--- src/rtl/core/csf_pkg.sv ---
// Shared types, role codes and register indexes of the correlated sampling tuple filter.
package csf_pkg;

    localparam int NUM_COLUMNS = 4;
    localparam int ROLE_BITS   = 2;

    localparam logic [60:0] MERSENNE61 = 61'h1FFF_FFFF_FFFF_FFFF;

    typedef logic [ROLE_BITS-1:0] role_t;
    typedef logic signed [31:0]   col_t;
    typedef logic [60:0]          hash_t;
    typedef logic [2:0]           reg_index_t;

    localparam role_t ROLE_IGNORE = 2'd0;
    localparam role_t ROLE_JOIN0  = 2'd1;
    localparam role_t ROLE_JOIN1  = 2'd2;
    localparam role_t ROLE_BOUND  = 2'd3;

    localparam reg_index_t REG_COLUMN_ROLES = 3'd0;
    localparam reg_index_t REG_SEED_MULT_0  = 3'd1;
    localparam reg_index_t REG_SEED_ADD_0   = 3'd2;
    localparam reg_index_t REG_SEED_MULT_1  = 3'd3;
    localparam reg_index_t REG_SEED_ADD_1   = 3'd4;
    localparam reg_index_t REG_THRESHOLD_0  = 3'd5;
    localparam reg_index_t REG_THRESHOLD_1  = 3'd6;
    localparam reg_index_t REG_BOUND_VALUE  = 3'd7;

    typedef struct packed {
        logic a;
        logic b;
        logic c;
        logic d;
    } stage_en_t;

    typedef struct packed {
        logic [60:0] mult;
        logic [60:0] add;
    } seed_t;

    function automatic role_t role_of(input logic [7:0] roles, input int col);
        role_t r;
        r = ROLE_IGNORE;
        if (col < 4)
        begin
            r = roles[col*ROLE_BITS +: ROLE_BITS];
        end
        return r;
    endfunction

endpackage

--- src/rtl/core/csf_merge.sv ---
// Merge stage: threshold and bound checks across lanes, output register.
module csf_merge
    import csf_pkg::*;
(
    input  logic        clk,
    input  logic        rst_n,
    input  logic        load,
    input  logic        valid_d,
    input  col_t        value_d [NUM_COLUMNS],
    input  hash_t       hash_d  [NUM_COLUMNS],
    input  logic [7:0]  roles,
    input  hash_t       threshold_0,
    input  hash_t       threshold_1,
    input  col_t        bound_value,
    output logic        out_valid,
    output col_t        sampled   [NUM_COLUMNS]
);

    logic                   out_valid_reg;
    logic                   out_valid_next;
    col_t                   sampled_reg  [NUM_COLUMNS];
    col_t                   sampled_next [NUM_COLUMNS];
    logic [NUM_COLUMNS-1:0] lane_ok;

    always_comb
    begin
        for (int c = 0; c < NUM_COLUMNS; c++)
        begin
            lane_ok[c]      = 1'b1;
            sampled_next[c] = '0;
            case (role_of(roles, c))
                ROLE_JOIN0:
                begin
                    lane_ok[c]      = hash_d[c] < threshold_0;
                    sampled_next[c] = value_d[c];
                end
                ROLE_JOIN1:
                begin
                    lane_ok[c]      = hash_d[c] < threshold_1;
                    sampled_next[c] = value_d[c];
                end
                ROLE_BOUND:
                begin
                    lane_ok[c] = value_d[c] == bound_value;
                end
                default:
                begin
                    lane_ok[c] = 1'b1;
                end
            endcase
        end
    end

    assign out_valid_next = load ? (valid_d && (&lane_ok)) : out_valid_reg;

    always_ff @(posedge clk or negedge rst_n)
    begin
        if (!rst_n)
        begin
            out_valid_reg <= 1'b0;
        end
        else
        begin
            out_valid_reg <= out_valid_next;
        end
    end

    always_ff @(posedge clk)
    begin
        if (load)
        begin
            sampled_reg <= sampled_next;
        end
    end

    assign out_valid = out_valid_reg;
    assign sampled   = sampled_reg;

endmodule

--- config.mk ---
export PLATFORM = sky130hd
export DESIGN_NAME = csf_merge
export DESIGN_NICKNAME = d
export VERILOG_FILES = /design/src/rtl/core/csf_pkg.sv /design/src/rtl/core/csf_merge.sv
export SDC_FILE = /design/constraint.sdc
export NUM_CORES = 1
export LEC_CHECK = 0
export BUFFER_PORTS_ARGS = -buffer_cell sky130_fd_sc_hd__buf_2
export CAP_MARGIN = 20
export CELL_PAD_IN_SITES_DETAIL_PLACEMENT = 0
export CELL_PAD_IN_SITES_GLOBAL_PLACEMENT = 1
export CORE_ASPECT_RATIO = 1.75
export CORE_UTILIZATION = 25
export DETAILED_ROUTE_END_ITERATION = 10
export GPL_TIMING_DRIVEN = 0
export PLACE_DENSITY_LB_ADDON = 0.1
export REMOVE_ABC_BUFFERS = 1
export SLEW_MARGIN = 20
export SYNTH_ARGS = -nofsm -noshare
export SYNTH_HDL_FRONTEND = slang
export SYNTH_SLANG_ARGS = --single-unit
--- constraint.sdc ---
create_clock -name clk -period 1.2 [get_ports clk]
set_clock_uncertainty 0.15 [all_clocks]
set_input_delay 0.36 -clock clk [delete_from_list [all_inputs] [get_ports clk]]
set_output_delay 0.36 -clock clk [all_outputs]
set_load 0.02 [all_outputs]
==> results.toml <==
[outcome]
outcome = "finished, violations left"
violations = "setup timing"

[power_and_ir_drop]
vdd_ir_drop_max_mv = 0.627
power.density_nw_per_um2 = 827
power_mw = 19.4
p_leak_nw = 11.3

[global_routing]
antenna_found_initial = 65
grt_pass1_wl_um = 123000
grt_overflow = 0
grt_pass1_vias = 17900
grt_usage_pct = 25.3
grt_max_degree = 93

[timing]
max_freq_mhz = 345
tightest_slew_ns = 1.04
setup_tns_ns = -43.14
slew_viol_final = 0
min_period_over_period_pct = 241
rsz0062_at_grt = "yes"
maxSlewHeadroom_pct = 29.8
period_minus_slack_ns = 2.90
hold_viol = 0
setup_slack_ns = -1.70
finalSetupViolCount = 130

[floorplan]
num_rows = 126
die_w_um = 199
ios = 667
die-area_um2 = 69100
dieHeight_um = 347
core_area_um2 = 67300
start_util_pct = 25.2

[yosys]
netlist_instances = 1820
synth_edf_count = 128
synth_commonest_cells = "ha_1 (496), a21oi_1 (177), inv_1 (135)"
synth-seq-area-share_pct = 22.8
syn-cell-area_um2 = 17000
async_flop_share_pct = 0.775
ys.flop_type = "edfxtp_1"
ys_top_cells_by_area = "ha_1 (37%), edfxtp_1 (23%), a21oi_1 (5.2%)"
synth.most_common_cell = "ha_1"
post-synth-top-area-cell = "ha_1"
synth_warnings = 0
avgSynthCellArea_um2 = 9.34
synth-seq-cells = 129
synth_cell_types = 53
synth_top_area_share_pct = 36.5

[drt]
drt_iter0_drc = 645
first_pass_iters = 7
drcViolationCount = 0
drt_wl_total_um = 90100
drtAntennaViolNets = 0
vias = 17000
post_drt_wl_per_cell_um = 26.1
via_per_inst = 4.94

[worst_hold_path]
hold_path_class = "input port to flop"

[critical_path]
worst_setup_path_start_kind = "input port"
required_ns = 1.40
crit_fanout = 2
critical_path_arrival_ns = 3.09
endpoint_kind = "flop"
crit_type = "input port to flop"

[clock_network]
cts_tree = "built"
cts_sinks = 129
root_buffer = "clkbuf_16"
clockBufferDepth = 3
path_clk_slew_ns = 0.06
clk_latency_ns = 0.48
h-tree-depth = 4
numCtsBuffers = 25

[place]
dp_cells = 3372
dp_slack_ns = -3.08
gp_congestion = 0.903
io_buffers = 666
place_area_um2 = 21500
hpwlAfterDp_um = 80400

[layout]
layout.nets = 3550
area_growth_pct = 37.8
layoutNonFillerInstCount = 3446
largest_reg_flops = 128
fillers = 7139
finalInstanceArea_um2 = 23400
drive_above_1_share_pct = 30.0

[flow_run]
cap_violations = 0
placed cells by master (no fill, tap or decap), drive strengths merged, types with 7 or more instances in the layout:
cell type,n
a31oi,7
xor2,68
a21oi,177
nor4,28
inv,128
o21ai,82
nand3,38
and2,129
edfxtp,128
buf,679
o211ai,8
nor2b,18
diode,30
xnor2,57
a2111oi,10
ha,496
nand2,104
nand2b,8
clkinvlp,7
nor2,60
clkbuf,28
a21o,58
nor3,17
a211oi,27
nand4,96
stage by stage:
step / hold WS (ns) / utilization (%)
CTS: 0.00522 / 33.8
global placement: -0.0134 / 31.8
floorplan: -0.0856 / -
finish: 0.0252 / 34.8
global route: 0.0189 / 34.7
detailed placement: -0.0120 / 31.9
metal layers:
metal	GRT usage, %	up-vias	share of wire [%]
met1	22.3	7864	32
li1	-	8277	-
met4	10.4	62	4.2
met2	51.4	649	56
met5	0	-	0.45
met3	7.29	166	7.8
final timing paths:
check                           cells past startpoint           end            start  slack (ns)
worst max-delay path                               10     out_valid  threshold_1[54]       -1.70
worst min-delay path                                2  sampled[122]     value_d[122]        0.03
worst max register to register                      3     out_valid        out_valid        0.22
worst min register to register                      3     out_valid        out_valid        0.50
max in group asynchronous                           2     out_valid            rst_n        0.74
min in group asynchronous                           2     out_valid            rst_n        0.07
critical path: stages:
cell and delay, ns:
buf_6 0.07, clkinvlp_4 0.15, ha_4 0.31, nand4_1 0.28
or4_4 0.52, or4_4 0.48, a2111oi_4 0.36, o21ai_2 0.17
a211oi_2 0.27, o41ai_2 0.12
timing repair:
item	CTS	global route
resized for setup	150	145
gates cloned	0	1
buffers inserted	6	5
endpoints found under the hold margin	1	0
endpoints found under the setup margin	258	176
pin swaps	10	9
hold buffers	1	0
where the power goes:
| part | internal, mW | total [mW] | switching [mW] |
|---|---|---|---|
| clock network | 3.69 | 5.78 | 2.10 |
| registers | 5.46 | 5.65 | 0.189 |
| logic | 3.38 | 7.93 | 4.55 |
area by class of cell:
class	count	area, um2	share of cell area [%]
sequential	129	3870	16.5
clock buffer	27	633	2.70
tap	896	1120	4.79
timing repair buffer	682	4260	18.2
antenna	30	75.1	0.321
multi-input combinational	1543	12900	55.1
inverter	135	533	2.28
clock inverter	4	18.8	0.0801
kinds of logic after synthesis:
| kind of cell | after synthesis | share of synthesized area, % |
|---|---|---|
| AND/OR/NAND/NOR | 518 | 16.5 |
| AO/OA/AOI/OAI | 404 | 14.5 |
| flip-flops | 129 | 22.8 |
| adder cells (fa/ha/maj) | 496 | 36.5 |
| buffers and inverters | 148 | 3.27 |
| XOR/XNOR | 125 | 6.44 |
No activity file was read; power rests on OpenSTA's default activity.
