## config.mk

```make
export PLATFORM = sky130hd
export DESIGN_NAME = csf_lane
export DESIGN_NICKNAME = d
export VERILOG_FILES = /design/src/rtl/core/csf_pkg.sv /design/src/rtl/core/csf_lane.sv
export SDC_FILE = /design/constraint.sdc
export NUM_CORES = 2
export LEC_CHECK = 0
export ABC_AREA = 1
export BUFFER_PORTS_ARGS = -buffer_cell sky130_fd_sc_hd__buf_2
export CAP_MARGIN = 30
export CORE_UTILIZATION = 65
export DETAILED_ROUTE_END_ITERATION = 10
export GPL_TIMING_DRIVEN = 1
export MAX_ROUTING_LAYER = met4
export PLACE_DENSITY_LB_ADDON = 0.3
export SYNTH_ARGS = -nofsm -noshare
export SYNTH_HDL_FRONTEND = slang
export SYNTH_SLANG_ARGS = --single-unit
```

## constraint.sdc

```tcl
create_clock -name clk -period 9.3 [get_ports clk]
set_clock_uncertainty 0.05 [all_clocks]
set_input_delay 1.395 -clock clk [delete_from_list [all_inputs] [get_ports clk]]
set_output_delay 1.395 -clock clk [all_outputs]
set_load 0.03 [all_outputs]
```

## src/rtl/core/csf_pkg.sv

```systemverilog
// Shared types, role codes and register indexes of the correlated sampling tuple filter.
package csf_pkg;

    localparam int NUM_COLUMNS = 4;
    localparam int ROLE_BITS   = 2;

    localparam logic [60:0] MERSENNE61 = 61'h1FFF_FFFF_FFFF_FFFF;

    typedef logic [ROLE_BITS-1:0] role_t;
    typedef logic signed [31:0]   col_t;
    typedef logic [60:0]          hash_t;
    typedef logic [2:0]           reg_index_t;

    localparam role_t ROLE_IGNORE = 2'd0;
    localparam role_t ROLE_JOIN0  = 2'd1;
    localparam role_t ROLE_JOIN1  = 2'd2;
    localparam role_t ROLE_BOUND  = 2'd3;

    localparam reg_index_t REG_COLUMN_ROLES = 3'd0;
    localparam reg_index_t REG_SEED_MULT_0  = 3'd1;
    localparam reg_index_t REG_SEED_ADD_0   = 3'd2;
    localparam reg_index_t REG_SEED_MULT_1  = 3'd3;
    localparam reg_index_t REG_SEED_ADD_1   = 3'd4;
    localparam reg_index_t REG_THRESHOLD_0  = 3'd5;
    localparam reg_index_t REG_THRESHOLD_1  = 3'd6;
    localparam reg_index_t REG_BOUND_VALUE  = 3'd7;

    typedef struct packed {
        logic a;
        logic b;
        logic c;
        logic d;
    } stage_en_t;

    typedef struct packed {
        logic [60:0] mult;
        logic [60:0] add;
    } seed_t;

    function automatic role_t role_of(input logic [7:0] roles, input int col);
        role_t r;
        r = ROLE_IGNORE;
        if (col < 4)
        begin
            r = roles[col*ROLE_BITS +: ROLE_BITS];
        end
        return r;
    endfunction

endpackage

```

## src/rtl/core/csf_lane.sv

```systemverilog
// One hash lane: split multiply, wrap-around add, reduction mod 2^61-1.
module csf_lane
    import csf_pkg::*;
(
    input  logic      clk,
    input  stage_en_t en,
    input  col_t      col_value,
    input  seed_t     seed,
    output col_t      value_d,
    output hash_t     hash_d
);

    col_t        x_a_reg;
    col_t        x_b_reg;
    col_t        x_c_reg;
    col_t        x_d_reg;
    logic [63:0] prod_lo_reg;
    logic [63:0] prod_lo_next;
    logic [31:0] prod_hi_reg;
    logic [31:0] prod_hi_next;
    logic [31:0] corr_reg;
    logic [31:0] corr_next;
    logic [63:0] hash_c_reg;
    logic [63:0] hash_c_next;
    hash_t       hash_d_reg;
    hash_t       hash_d_next;
    logic [31:0] hi_word;
    logic [61:0] fold_sum;
    logic [61:0] fold_sum_p1;

    // x sign-extended: a*x = a*u - (neg ? a<<32 : 0) mod 2^64
    assign prod_lo_next = 64'(seed.mult[31:0]) * {32'd0, x_a_reg};
    assign prod_hi_next = 32'(seed.mult[60:32]) * x_a_reg;
    assign corr_next    = x_a_reg[31] ? seed.mult[31:0] : 32'd0;

    assign hi_word     = prod_hi_reg - corr_reg;
    assign hash_c_next = prod_lo_reg + {hi_word, 32'd0} + {3'd0, seed.add};

    assign fold_sum    = {1'b0, hash_c_reg[60:0]} + {59'd0, hash_c_reg[63:61]};
    assign fold_sum_p1 = fold_sum + 62'd1;
    assign hash_d_next = (fold_sum >= {1'b0, MERSENNE61}) ? fold_sum_p1[60:0] : fold_sum[60:0];

    always_ff @(posedge clk)
    begin
        if (en.a)
        begin
            x_a_reg <= col_value;
        end
        if (en.b)
        begin
            x_b_reg     <= x_a_reg;
            prod_lo_reg <= prod_lo_next;
            prod_hi_reg <= prod_hi_next;
            corr_reg    <= corr_next;
        end
        if (en.c)
        begin
            x_c_reg    <= x_b_reg;
            hash_c_reg <= hash_c_next;
        end
        if (en.d)
        begin
            x_d_reg    <= x_c_reg;
            hash_d_reg <= hash_d_next;
        end
    end

    assign value_d = x_d_reg;
    assign hash_d  = hash_d_reg;

endmodule

```

==> results.md <==
- Adder-Cell Fraction of Synth Area: 45.1%
- Root buf cell: clkbuf_16
- I/O pin count: 252
- Status: finished clean
- Clk slew on worst S/H paths: 70 ps
- Yosys top cell by area: fa_1
- Via Count: 60,800
- Critical path class: input port to register
- Synth Area in Compound Gates: 3.86%
- Yosys top cell area share: 36.4%
- Top_reg_cell synth: edfxtp_1
- Core ar.: 0.111 sq mm
- DR iter-0 viols: 6,790
- Fraction of layout cells with a size suffix above 1: 5.61%
- Area Overhead vs Synth: 6.22%
- Post-CTS sizing: 0
- Ys async rst share: 0%
- Drt via density: 5.65
- WHS Endpoint: x_c_reg[20]
- Mux cell area share after synthesis: 0%
- Critical path launch point: seed[72]
- CP Launch Type: input port
- Die Y: 338 um
- Max_cap viols: 0
- GPL Wtd Cong: 1.05
- Post-synthesis sequential area ratio: 15.6%
- Final hold violations: 0
- GRT Resource Usage Total: 44.8%
- R2R cell count: 24
- FF-to-FF setup slack: 1040 ps
- Simple-gate share of the synthesized area: 17.2%
- FF-to-FF End: prod_lo_reg[56]
- Flops & latches, synth: 381
- RSZ-0062 raised after global routing: no
- Ys Warns: 0
- Synth area leaders: fa_1, edfxtp_1, inv_1
- Antenna Violating Nets Remaining: 0
- CP endpoint kind: register
- Post-Syn Area: 0.0734 sq mm
- Core Rows: 122
- Initial antenna violation count: 10
- Maximum clock frequency: 118 MHz
- Clock Tree Buf Depth: 3
- Worst hold path startpoint: x_b_reg[20]
- Most numerous cell on the critical path: fa_1
- Slew Viols, Final: 0
- PortBufs: 251
- Synthesized instance count: 9,133
- Main combinational cell family by area after synthesis: adder cells
- Tcrit/Tclk final: 91.3%
- Post-CTS Setup Inserts: 0
- Hpwl dp: 201,000 um
- Die Wd: 338 um
- Die footprint: 0.114 sq mm
- Worst Tran Pin Value: 1110 ps
- Inserted Clock Buffers: 37
- CP required: 9570 ps
- Worst rel slew slack: 26.2%
- Largest net degree at the start of global routing: 85
- Vias in the first global route: 63,300
- FF-to-FF Start: x_a_reg[31]
- Setup TNS: 0 ps
- Number of cells on the worst hold path: 0
- WL per Instance: 22.6 um
- Critical path data arrival time: 8760 ps
- EDFF count, synth: 381
- Final WL: 244,000 um
- DR pass1 iterations: 8
- H-tree Lvls: 2
- Synthesized area per cell: 8.04 sq um
- NumNets Final: 11,200
- Hold_ws: 369 ps
- Max FO, Critical Path: 32
- Crit path largest cell delay: 670 ps
- Fin crit period: 8490 ps
- Commonest cells in the netlist: inv_1, nand2_1, fa_1, ha_1, nor2_1
- First-pass GRT wire length: 366,000 um
- TritonCTS clock tree: yes
- Finish-stage setup viols: 0
- Grt total ovfl: 0
- Syn_nets: 11,100
- Initial Util: 66.0%
- Worst-Skew Late Latency: 600 ps
- Slowest cell on crit path: buf_2
- DRC: 0
- Hold Crit Class: register to register
- XOR/XNOR Fraction of Synth Area: 2.54%
- Unique masters post-synth: 51
- Most common cell in the netlist: inv_1
- Hold Buf Count CTS: 0
- Clock sink count: 381
-- worst max path at each step --
stage	end	cells after the start	slack, ps
2_1_floorplan	prod_hi_reg[29]	28	1390
3_3_place_gp	prod_lo_reg[39]	26	610
3_5_place_dp	prod_lo_reg[39]	26	390
4_1_cts	prod_lo_reg[39]	26	970
5_1_grt	prod_lo_reg[39]	26	500
6_report	prod_lo_reg[39]	26	810
-- cells in the final DEF (no fill, tap or decap), types with 16 or more instances in the layout --
master and n:
a21o_1 41, a21oi_1 196, a31oi_1 39, buf_12 20, buf_2 249, buf_4 121
clkbuf_16 37, edfxtp_1 381, fa_1 1335, ha_1 511, inv_1 2703, nand2_1 2370
nand2_2 25, nand3_1 225, nand4_1 43, nor2_1 398, nor3_1 29, nor4_1 16
o21ai_0 146, o21bai_1 26, xnor2_1 77, xor2_1 136
-- per-layer routing --
metal,part of all wire [%],routed length [um],global-route usage [%],up-vias
li1,-,-,-,26600
met1,35,86300,54.2,29500
met2,45,110000,68.8,3788
met3,12,29800,11.1,955
met4,7.1,17200,25.4,0
met5,0,0,-,-
-- kinds of logic (layout without fill, tap and decap cells) --
logic type | count (synthesis) | after routing
flip-flops | 381 | 381
buffers and inverters | 3042 | 3171
adder cells (fa/ha/maj) | 1846 | 1846
XOR/XNOR | 213 | 213
AO/OA/AOI/OAI | 495 | 495
other | 0 | 15
AND/OR/NAND/NOR | 3156 | 3156
-- stage by stage --
step	cells	setup WS, ps	instance area (sq um)	utilization [%]
after floorplan	9133	1390	73400	-
final	10800	810	78000	70.1
after global placement	10700	608	76500	68.7
after CTS	10700	974	77800	69.9
after global routing	10800	505	77900	70.0
after detailed placement	10700	387	76500	68.8
-- worst max-delay path, delay by kind of cell --
family	cells	cell delay, ps
adders and majority gates	9	4290
AOI/OAI and AO/OA	6	1500
buffers and inverters	6	1080
and+or+nand+nor	5	430
-- area by class of cell --
class	instances	area, sq um
Multi-Input combinational cell	5710	50400
Timing Repair Buffer	398	2760
Antenna cell	15	37.5
Inverter	2707	10200
Clock buffer	39	933
Fill cell	8739	33300
Clock inverter	27	324
Tap cell	1488	1860
Sequential cell	381	11400
Power is not shown: default switching activity piles up to over one toggle a cycle in this logic, so the estimate is an artifact.
